## config.mk

```make
export PLATFORM = sky130hd
export DESIGN_NAME = plr_unit
export DESIGN_NICKNAME = d
export VERILOG_FILES = /design/src/design/plr_pkg.sv /design/src/design/plr_unit.sv
export SDC_FILE = /design/constraint.sdc
export NUM_CORES = 1
export LEC_CHECK = 0
export ABC_AREA = 1
export BUFFER_PORTS_ARGS = -buffer_cell sky130_fd_sc_hd__buf_2
export CORE_MARGIN = 4
export CORE_UTILIZATION = 57
export DETAILED_ROUTE_END_ITERATION = 12
export PLACE_DENSITY_LB_ADDON = 0.3
export SETUP_SLACK_MARGIN = 0.5
export SYNTH_ARGS = -nofsm -noshare
export SYNTH_HDL_FRONTEND = slang
export SYNTH_SLANG_ARGS = --single-unit
```

## constraint.sdc

```tcl
create_clock -name clk -period 2.12 [get_ports clk]
set_clock_uncertainty 0.05 [all_clocks]
set_input_delay 0.106 -clock clk [delete_from_list [all_inputs] [get_ports clk]]
set_output_delay 0.106 -clock clk [all_outputs]
set_load 0.02 [all_outputs]
```

## src/design/plr_pkg.sv

```systemverilog
// shared types, widths and operation codes of the polyline arc-length resampler
// used by plr_unit and polyline_arc_length_resampler_top; depends on nothing
package plr_pkg;

	// default depth of the point store
	localparam int MAX_POINTS_DEF = 64;

	// coordinate and arithmetic widths
	localparam int COORD_W = 32;
	localparam int DIFF_W  = 33;
	localparam int LEN_W   = 34;
	localparam int WIDE    = 68;
	localparam int REM_W   = 38;
	localparam int STEP_W  = 7;
	localparam int PNT_W   = 96;

	// interior point limit
	localparam logic [5:0] MAX_INTERIOR = 6'd62;

	// status codes
	localparam logic [1:0] ST_OK    = 2'd0;
	localparam logic [1:0] ST_SHORT = 2'd1;
	localparam logic [1:0] ST_OVF   = 2'd2;

	// shared unit operations
	localparam logic [1:0] OP_MUL  = 2'd0;
	localparam logic [1:0] OP_DIV  = 2'd1;
	localparam logic [1:0] OP_SQRT = 2'd2;

	// request from the sequencer to the shared unit
	typedef struct packed {
		logic       start;
		logic [1:0] op;
	} unit_req_t;

endpackage

```

## src/design/plr_unit.sv

```systemverilog
// shared iterative arithmetic unit: shift-add multiply, restoring divide, digit square root
// one bit (two radicand bits for the root) per cycle; depends on plr_pkg
module plr_unit (
	input  logic                            clk,
	input  logic                            arst_n,
	input  plr_pkg::unit_req_t              req,
	input  logic [plr_pkg::WIDE-1:0]        opa,
	input  logic [plr_pkg::LEN_W-1:0]       opb,
	output logic                            done,
	output logic [plr_pkg::WIDE-1:0]        res
);

	logic [1:0]                    op_q;
	logic                          busy_q;
	logic                          done_q;
	logic [plr_pkg::STEP_W-1:0]    cnt_q;
	logic [plr_pkg::WIDE-1:0]      x_q;
	logic [plr_pkg::LEN_W-1:0]     y_q;
	logic [plr_pkg::WIDE-1:0]      acc_q;
	logic [plr_pkg::REM_W-1:0]     rem_q;
	logic [plr_pkg::LEN_W-1:0]     root_q;

	logic [plr_pkg::REM_W-1:0]     rsh_div;
	logic [plr_pkg::REM_W-1:0]     rsh_sq;
	logic [plr_pkg::REM_W-1:0]     trial_sq;
	logic [plr_pkg::REM_W-1:0]     den_ext;
	logic [plr_pkg::STEP_W-1:0]    steps;

	// shifted remainders and trial values of one step
	always_comb begin
		rsh_div  = {rem_q[plr_pkg::REM_W-2:0], x_q[plr_pkg::WIDE-1]};
		rsh_sq   = {rem_q[plr_pkg::REM_W-3:0], x_q[plr_pkg::WIDE-1 -: 2]};
		trial_sq = {2'b00, root_q, 2'b01};
		den_ext  = {4'd0, y_q};
		case (req.op)
			plr_pkg::OP_MUL:  steps = plr_pkg::STEP_W'(plr_pkg::LEN_W - 1);
			plr_pkg::OP_DIV:  steps = plr_pkg::STEP_W'(plr_pkg::WIDE - 1);
			plr_pkg::OP_SQRT: steps = plr_pkg::STEP_W'(plr_pkg::WIDE / 2 - 1);
			default:          steps = plr_pkg::STEP_W'(plr_pkg::LEN_W - 1);
		endcase
	end

	// iteration registers
	always_ff @(posedge clk or negedge arst_n) begin
		if (!arst_n) begin
			op_q   <= plr_pkg::OP_MUL;
			busy_q <= 1'b0;
			done_q <= 1'b0;
			cnt_q  <= '0;
			x_q    <= '0;
			y_q    <= '0;
			acc_q  <= '0;
			rem_q  <= '0;
			root_q <= '0;
		end else begin
			done_q <= 1'b0;
			if (req.start) begin
				op_q   <= req.op;
				busy_q <= 1'b1;
				cnt_q  <= steps;
				x_q    <= opa;
				y_q    <= opb;
				acc_q  <= '0;
				rem_q  <= '0;
				root_q <= '0;
			end else if (busy_q) begin
				case (op_q)
					plr_pkg::OP_MUL: begin
						if (y_q[0])
							acc_q <= acc_q + x_q;
						x_q <= {x_q[plr_pkg::WIDE-2:0], 1'b0};
						y_q <= {1'b0, y_q[plr_pkg::LEN_W-1:1]};
					end
					plr_pkg::OP_DIV: begin
						if (rsh_div >= den_ext) begin
							rem_q <= rsh_div - den_ext;
							x_q   <= {x_q[plr_pkg::WIDE-2:0], 1'b1};
						end else begin
							rem_q <= rsh_div;
							x_q   <= {x_q[plr_pkg::WIDE-2:0], 1'b0};
						end
					end
					plr_pkg::OP_SQRT: begin
						if (rsh_sq >= trial_sq) begin
							rem_q  <= rsh_sq - trial_sq;
							root_q <= {root_q[plr_pkg::LEN_W-2:0], 1'b1};
						end else begin
							rem_q  <= rsh_sq;
							root_q <= {root_q[plr_pkg::LEN_W-2:0], 1'b0};
						end
						x_q <= {x_q[plr_pkg::WIDE-3:0], 2'b00};
					end
					default: begin
						busy_q <= 1'b0;
					end
				endcase
				if (cnt_q == '0) begin
					busy_q <= 1'b0;
					done_q <= 1'b1;
				end else begin
					cnt_q <= cnt_q - 1'b1;
				end
			end
		end
	end

	// result select
	always_comb begin
		case (op_q)
			plr_pkg::OP_MUL:  res = acc_q;
			plr_pkg::OP_DIV:  res = x_q;
			plr_pkg::OP_SQRT: res = {{(plr_pkg::WIDE-plr_pkg::LEN_W){1'b0}}, root_q};
			default:          res = acc_q;
		endcase
	end

	assign done = done_q;

`ifndef SYNTH
	// a new operation only starts on an idle unit
	a_no_restart: assert property (@(posedge clk) disable iff (!arst_n)
		req.start |-> !busy_q)
		else $error("unit started while busy");

	// completion follows a busy iteration
	a_done_after_busy: assert property (@(posedge clk) disable iff (!arst_n)
		done_q |-> $past(busy_q))
		else $error("unit done without work");
`endif

endmodule

```

==> tab_implementation.tex, run 1 <==
\begin{tabular}{lr}
\hline
Metric & Value \\
\hline
\multicolumn{2}{l}{\textbf{Run status}} \\
\quad Result of the run & did not finish \\
\quad Last stage reached & 5\_1\_grt \\
\quad Tool error & [ERROR GRT-0116] Global routing finished with congestion. Check the congestion regions in the DRC Viewer. \\
\multicolumn{2}{l}{\textbf{Yosys}} \\
\quad Count of state elements after synthesis & $\sim$250 \\
\quad Average cell area after synthesis & 6.09 µm² \\
\quad Share of async-settable or async-resettable flops after synthesis & between 90\% and 100\% \\
\quad Number of distinct library cells after synthesis & 49 \\
\quad Adder-cell share of the synthesized area & between 7 and 8\% \\
\quad Compound-cell area share of the yosys netlist & 17.7\% \\
\quad Combinational family with the most area after synthesis & simple AND/OR/NAND/NOR gates \\
\quad Net count after synthesis & 4138 \\
\quad Synthesized cell area & 0.0237 mm² \\
\quad Warning count from the yosys run & 0 \\
\quad Prevailing post-synth register cell & dfrtp\_1 \\
\quad Xor/xnor cell area share of the yosys netlist & $\sim$1.4\% \\
\quad Portion of the post-synthesis area used by sequential elements & 26.6\% \\
\quad Fraction of synthesized area in multiplexers & 0\% \\
\quad Basic-gate share of the synthesized area counting and, or, nand and nor cells & 34.4\% \\
\quad Count of flip-flops with a built-in enable after synthesis & 0 \\
\quad Post-Synthesis Cells & 3886 \\
\multicolumn{2}{l}{\textbf{Global routing}} \\
\quad Sum of overflow across all layers after global routing & 1040 \\
\quad GRT Overall Usage & 87.0\% \\
\quad Largest net degree at the start of global routing & 53 \\
\quad Wire length of the first global-routing pass & 305000 µm \\
\quad Number of global-route vias before repair & 46500 \\
\multicolumn{2}{l}{\textbf{Floorplan}} \\
\quad Initial standard-cell utilization of the core & $\sim$58\% \\
\quad IO Pins & $\sim$180 \\
\quad DIE HEIGHT & 212 µm \\
\quad Total number of placement rows & 74 \\
\quad Horizontal extent of the die & 212 µm \\
\multicolumn{2}{l}{\textbf{CTS}} \\
\quad Clock buffer depth & 3 \\
\quad Root Buffer Master & clkbuf\_16 \\
\quad Cts bufs inserted & 29 \\
\quad Number of levels the H-tree was split into & 1 \\
\quad Sinks on Clock Net & approximately 250 \\
\multicolumn{2}{l}{\textbf{Placed design}} \\
\quad Area post-placement & between 0.03 and 0.04 mm² \\
\quad Number of port buffers & 175 \\
\quad Routability cong. & 1.10 \\
\quad HPWL reported at the end of detailed placement & just over 80000 µm \\
\hline
\end{tabular}
==> synth_stat cells, types with 2 or more instances <==
| cell type | number | area share, % |
|---|---|---|
| nor3_1 | 30 | 0.63 |
| a21o_1 | 4 | 0.13 |
| nand2_2 | 4 | 0.11 |
| buf_6 | 2 | 0.095 |
| nor2_1 | 375 | 5.9 |
| and3_1 | 4 | 0.11 |
| a21oi_1 | 199 | 4.2 |
| o31ai_1 | 2 | 0.063 |
| nor4_1 | 3 | 0.079 |
| a31oi_1 | 3 | 0.079 |
| nand3b_1 | 20 | 0.63 |
| o221ai_1 | 34 | 1.3 |
| a221oi_1 | 3 | 0.11 |
| clkinv_1 | 3 | 0.048 |
| buf_2 | 18 | 0.38 |
| or2_2 | 6 | 0.16 |
| o22ai_1 | 207 | 5.5 |
| o21a_1 | 2 | 0.063 |
| nand2_1 | 1183 | 19 |
| dfrtp_1 | 252 | 27 |
| o211ai_1 | 3 | 0.095 |
| inv_2 | 2 | 0.032 |
| ha_1 | 143 | 7.6 |
| and2_1 | 7 | 0.18 |
| buf_12 | 2 | 0.17 |
| a21boi_0 | 9 | 0.29 |
| clkbuf_1 | 87 | 1.4 |
| o21bai_1 | 18 | 0.57 |
| o21ai_0 | 236 | 5.0 |
| nand3_1 | 280 | 5.9 |
| nor2_2 | 12 | 0.32 |
| xor2_1 | 37 | 1.4 |
| nand4_1 | 25 | 0.66 |
| xnor2_1 | 2 | 0.074 |
| o21ai_1 | 15 | 0.32 |
| buf_1 | 7 | 0.11 |
| inv_1 | 621 | 9.8 |
| nand3_2 | 14 | 0.59 |
| fa_1 | 2 | 0.17 |
==> routing by layer <==
metal / track usage (%) / overflow
met5: 51.8 / 15
met4: 89.6 / 333
met3: 74.4 / 36
met2: 102 / 629
met1: 84.0 / 27
==> cell families after synthesis <==
group                    after synthesis
XOR/XNOR                              39
AO/OA/AOI/OAI                        737
adder cells (fa/ha/maj)              145
AND/OR/NAND/NOR                     1969
flip-flops                           252
buffers and inverters                744
==> stage by stage <==
stage,std cells,TNS (ns),setup WS [ns]
after floorplan,3886,-0.143,-0.0119
after global placement,5077,-14.56,-0.344
after detailed placement,5077,-15.50,-0.319
after CTS,5416,-22.34,-0.257
==> repair_timing <==
| action | CTS |
|---|---|
| resized for setup | 945 |
| setup buffers | 146 |
| cloned | 30 |
| pin swaps | 221 |
| hold endpoints to repair | 360 |
| endpoints found under the setup margin | 310 |
| hold buffers | 112 |
==> run 2, diff against run 1 <==
--- a/config.mk
+++ b/config.mk
@@ -8,10 +8,9 @@
 export ABC_AREA = 1
 export BUFFER_PORTS_ARGS = -buffer_cell sky130_fd_sc_hd__buf_2
 export CORE_MARGIN = 4
-export CORE_UTILIZATION = 57
+export CORE_UTILIZATION = 40
 export DETAILED_ROUTE_END_ITERATION = 12
-export PLACE_DENSITY_LB_ADDON = 0.3
-export SETUP_SLACK_MARGIN = 0.5
+export PLACE_DENSITY_LB_ADDON = 0.15
 export SYNTH_ARGS = -nofsm -noshare
 export SYNTH_HDL_FRONTEND = slang
 export SYNTH_SLANG_ARGS = --single-unit
==> constraint.sdc (replaced) <==
create_clock -name clk -period 2.8 [get_ports clk]
set_clock_uncertainty 0.05 [all_clocks]
set_input_delay 0.14 -clock clk [delete_from_list [all_inputs] [get_ports clk]]
set_output_delay 0.14 -clock clk [all_outputs]
set_load 0.02 [all_outputs]
==> run 2 against run 1 <==
  * The run now ends clean
  * Synthesized cell count unchanged
  * Area after synthesis unchanged
==> tab_implementation.tex, run 2 <==
\begin{tabular}{lr}
\hline
Metric & Value \\
\hline
\multicolumn{2}{l}{\textbf{Routing}} \\
\quad Detailed-route DRC error count & 0 \\
\quad Routed Antenna Nets & 0 \\
\quad Detail-routed net length per standard cell & 19.5 µm \\
\quad Initial detailed-routing violation count & 2213 \\
\quad First drt pass iteration count & 9 \\
\quad Vias per std cell & 5.36 \\
\quad Total wire length after detailed routing & 97900 µm \\
\quad Vias post-DR & 26900 \\
\multicolumn{2}{l}{\textbf{Final layout}} \\
\quad Fill cell instance count of the final layout & 6221 \\
\quad Commonest cells after routing, fill and taps aside & nand2\_1, inv\_1, nor2\_1, nand3\_1, dfrtp\_1 \\
\quad Nets@finish & 4481 \\
\quad Most common library cell in the layout ignoring fill and taps & nand2\_1 \\
\quad Antenna cell count & 0 \\
\quad Registers with the highest flip-flop counts & acc\_q: 68 flops, x\_q: 68 flops, rem\_q: 37 flops \\
\quad Fraction of final layout cells sized beyond drive strength 1 & just over 10\% \\
\quad Synthesis-to-finish area growth & 20.2\% \\
\multicolumn{2}{l}{\textbf{Setup path}} \\
\quad Register-to-Register Path Depth & 14 \\
\quad Kind of capture point of the worst setup path & flop \\
\quad Critical register-to-register path endpoint & acc\_q[67] \\
\quad Signal arrival time at the worst endpoint & 3.06 ns \\
\quad Type of the worst setup path & reg -> reg \\
\quad R2r setup slk & 0.12 ns \\
\quad Beginning of the worst register-to-register path & x\_q[31] \\
\quad Startpoint kind of the worst setup timing path & flop \\
\quad Data required time at the worst endpoint & 3.19 ns \\
\quad Largest fanout on the critical path & 5 \\
\multicolumn{2}{l}{\textbf{CTS}} \\
\quad CTS tree & done \\
\quad Cts bufs inserted & 34 \\
\quad Root Buffer Master & clkbuf\_16 \\
\quad Buffers inserted during post-CTS setup optimization & 0 \\
\quad Sinks on Clock Net & between 200 and 300 \\
\quad Clock buffer depth & 3 \\
\quad Number of levels the H-tree was split into & 2 \\
\quad Clock slew seen by the registers of the worst setup and hold paths & around 0.060 ns \\
\quad Clock latency of the later-clocked register in the worst-skew pair & 0.57 ns \\
\multicolumn{2}{l}{\textbf{Global routing}} \\
\quad Most heavily used metal layer in global routing & met2 \\
\quad Met1 capacity usage during global routing & 38.7\% \\
\quad Largest net degree at the start of global routing & 80 \\
\quad Number of global-route vias before repair & 26400 \\
\quad Sum of overflow across all layers after global routing & 0 \\
\quad Met2 usage in global routing & 52.3\% \\
\quad Global Route met3 Usage & 2.60\% \\
\quad Wire length of the first global-routing pass & 150000 µm \\
\quad Number of antenna violations at the first check in global routing & 0 \\
\quad GRT Overall Usage & 30.1\% \\
\multicolumn{2}{l}{\textbf{Hold path}} \\
\quad Path type of the worst min-delay path & in -> reg \\
\quad Hold Path Origin & req[2] \\
\quad Worst min-delay path endpoint & done \\
\quad Worst Hold Depth & 2 \\
\multicolumn{2}{l}{\textbf{STA}} \\
\quad Rel. slew slack & 54.2\% \\
\quad Setup repair after global routing missed its margin & false \\
\quad Final number of setup-violating endpoints & 0 \\
\quad Min Clock Period, post-route & 2.68 ns \\
\quad Number of pins exceeding their max-slew limit in the final report & 0 \\
\quad Slew @ Worst Pin & 0.686 ns \\
\quad Maximum clock rate & about 370 MHz \\
\quad Final Hold Viols & 0 \\
\quad Worst Hold Slack & 0.0271 ns \\
\quad Share of the cycle needed by the critical path after routing & 95.6\% \\
\quad Post-route setup TNS & 0 ns \\
\quad Final setup margin & 0.123 ns \\
\multicolumn{2}{l}{\textbf{Power}} \\
\quad Combinational cell fraction of total power & 68.5\% \\
\quad Switching Fraction & a little over half \\
\quad Power share of the sequential group & between 15 and 20\% \\
\quad Cell internal power dissipation & between 10 and 15 mW \\
\quad Peak ir drop on the vdd network & about 0.00060 V \\
\quad Leak Pwr & 15.0 nW \\
\quad NetSw & $\sim$18 mW \\
\quad Clock group share of total power & 13.7\% \\
\quad Ratio of total power to cell area & between 1000 and 1500 mW/mm² \\
\multicolumn{2}{l}{\textbf{Yosys}} \\
\quad Prevailing post-synth register cell & dfrtp\_1 \\
\quad Cell taking the most area after synthesis & dfrtp\_1 \\
\quad Top post-synthesis cells by count & nand2\_1, inv\_1, nor2\_1, nand3\_1, dfrtp\_1 \\
\quad Number of distinct library cells after synthesis & a little under 50 \\
\quad Count of flip-flops with a built-in enable after synthesis & 0 \\
\quad Cell with the most instances after synthesis & nand2\_1 \\
\quad Count of state elements after synthesis & 252 \\
\quad Post-Synthesis Cells & slightly below 4000 \\
\quad Area share of the largest cell type after synthesis & 26.6\% \\
\quad Average cell area after synthesis & 6.09 µm² \\
\quad Synthesized cell area & 0.0237 mm² \\
\quad Portion of the post-synthesis area used by sequential elements & 26.6\% \\
\quad Synth area leaders & dfrtp\_1, nand2\_1, inv\_1 \\
\quad Share of async-settable or async-resettable flops after synthesis & 100\% \\
\quad Net count after synthesis & 4138 \\
\quad Warning count from the yosys run & 0 \\
\multicolumn{2}{l}{\textbf{Job}} \\
\quad Number of violations of the max-capacitance limit & 0 \\
\multicolumn{2}{l}{\textbf{Placed design}} \\
\quad Routability cong. & 0.992 \\
\quad Number of port buffers & approximately 180 \\
\quad HPWL reported at the end of detailed placement & $\sim$79000 µm \\
\quad Worst slack at placement & 0.0340 ns \\
\multicolumn{2}{l}{\textbf{Floorplan}} \\
\quad Total Die Area & 0.0632 mm² \\
\quad Initial standard-cell utilization of the core & 40.7\% \\
\quad Total number of placement rows & 88 \\
\quad IO Pins & 176 \\
\quad DIE HEIGHT & between 200 and 300 µm \\
\quad Horizontal extent of the die & 251 µm \\
\quad Area of the core & 0.0581 mm² \\
\multicolumn{2}{l}{\textbf{Run status}} \\
\quad Result of the run & finished, final reports clean \\
\hline
\end{tabular}
==> run 2: worst max-delay path by stage <==
stage	from	to	slack [ns]
5_1_grt	rem_q[14]	rem_q[25]	0.002
2_1_floorplan	x_q[67]	rem_q[1]	0.48
4_1_cts	x_q[0]	acc_q[64]	0.008
3_3_place_gp	x_q[0]	acc_q[64]	0.05
3_5_place_dp	x_q[0]	acc_q[64]	0.03
6_report	x_q[31]	acc_q[67]	0.12
==> run 2: final cells by class <==
cell class              instances  area [µm²]  share of cell area (%)
clock buffers                  45         932                    3.27
clock inverters                11         160                   0.563
inverters                     626        2360                    8.28
multi-input cells            2890       14600                    51.3
flip-flops and latches        252        6310                    22.2
well taps                     765         957                    3.36
repair buffers                425        3160                    11.1
==> run 2: per-layer routing <==
layer / vias up / wire length, µm
met5: - / 0
met4: 0 / 4480
met2: 865 / 46800
met1: 12500 / 41700
li1: 13300 / -
met3: 200 / 5000
==> run 2: worst max-delay path: stages (launching register included) <==
cell      delay [ns]
dfrtp_1         0.41
ha_1            0.40
nand2_1         0.13
nor2_1          0.14
inv_1           0.09
nor2_1          0.25
nand3_1         0.11
inv_1           0.13
nand4_1         0.14
nand3b_1        0.26
nand2_1         0.18
nand2_1         0.10
nand2_1         0.05
nand3_1         0.07
nand2_1         0.05
==> run 2: kinds of logic after synthesis <==
kind of cell	Yosys count	share of synthesized area, %
adders and majority gates	145	7.72
AOI/OAI and AO/OA	737	17.7
DFF	252	26.6
and+or+nand+nor	1969	34.4
xor gates and xnor gates	39	1.44
buffers and inverters	744	12.2
==> run 2: timing repair <==
item | CTS | global route
gates resized for setup | 0 | 19
setup endpoints to repair | 0 | 61
hold endpoints to repair | 352 | 0
hold buffers | 105 | 0
==> run 2: power by group through the flow <==
stage,Combinational [mW],Clock (mW),Sequential (mW)
after floorplan,15.1,0,5.35
after global placement,21.9,0,5.79
after detailed placement,21.8,0,5.81
after CTS,22.0,4.54,5.76
after global routing,24.8,4.68,5.91
final,22.3,4.47,5.78
==> run 2: metrics by stage <==
stage               total power [mW]  utilization (%)  cells  area, µm²
floorplan                       20.5                -   3886      23700
global placement                27.7             45.2   4853      26300
detailed placement              27.6             45.2   4853      26300
CTS                             32.3             48.9   5014      28400
global route                    35.4             49.0   5014      28500
finish                          32.6             49.0   5014      28500
No activity file was read; power rests on OpenSTA's default activity.
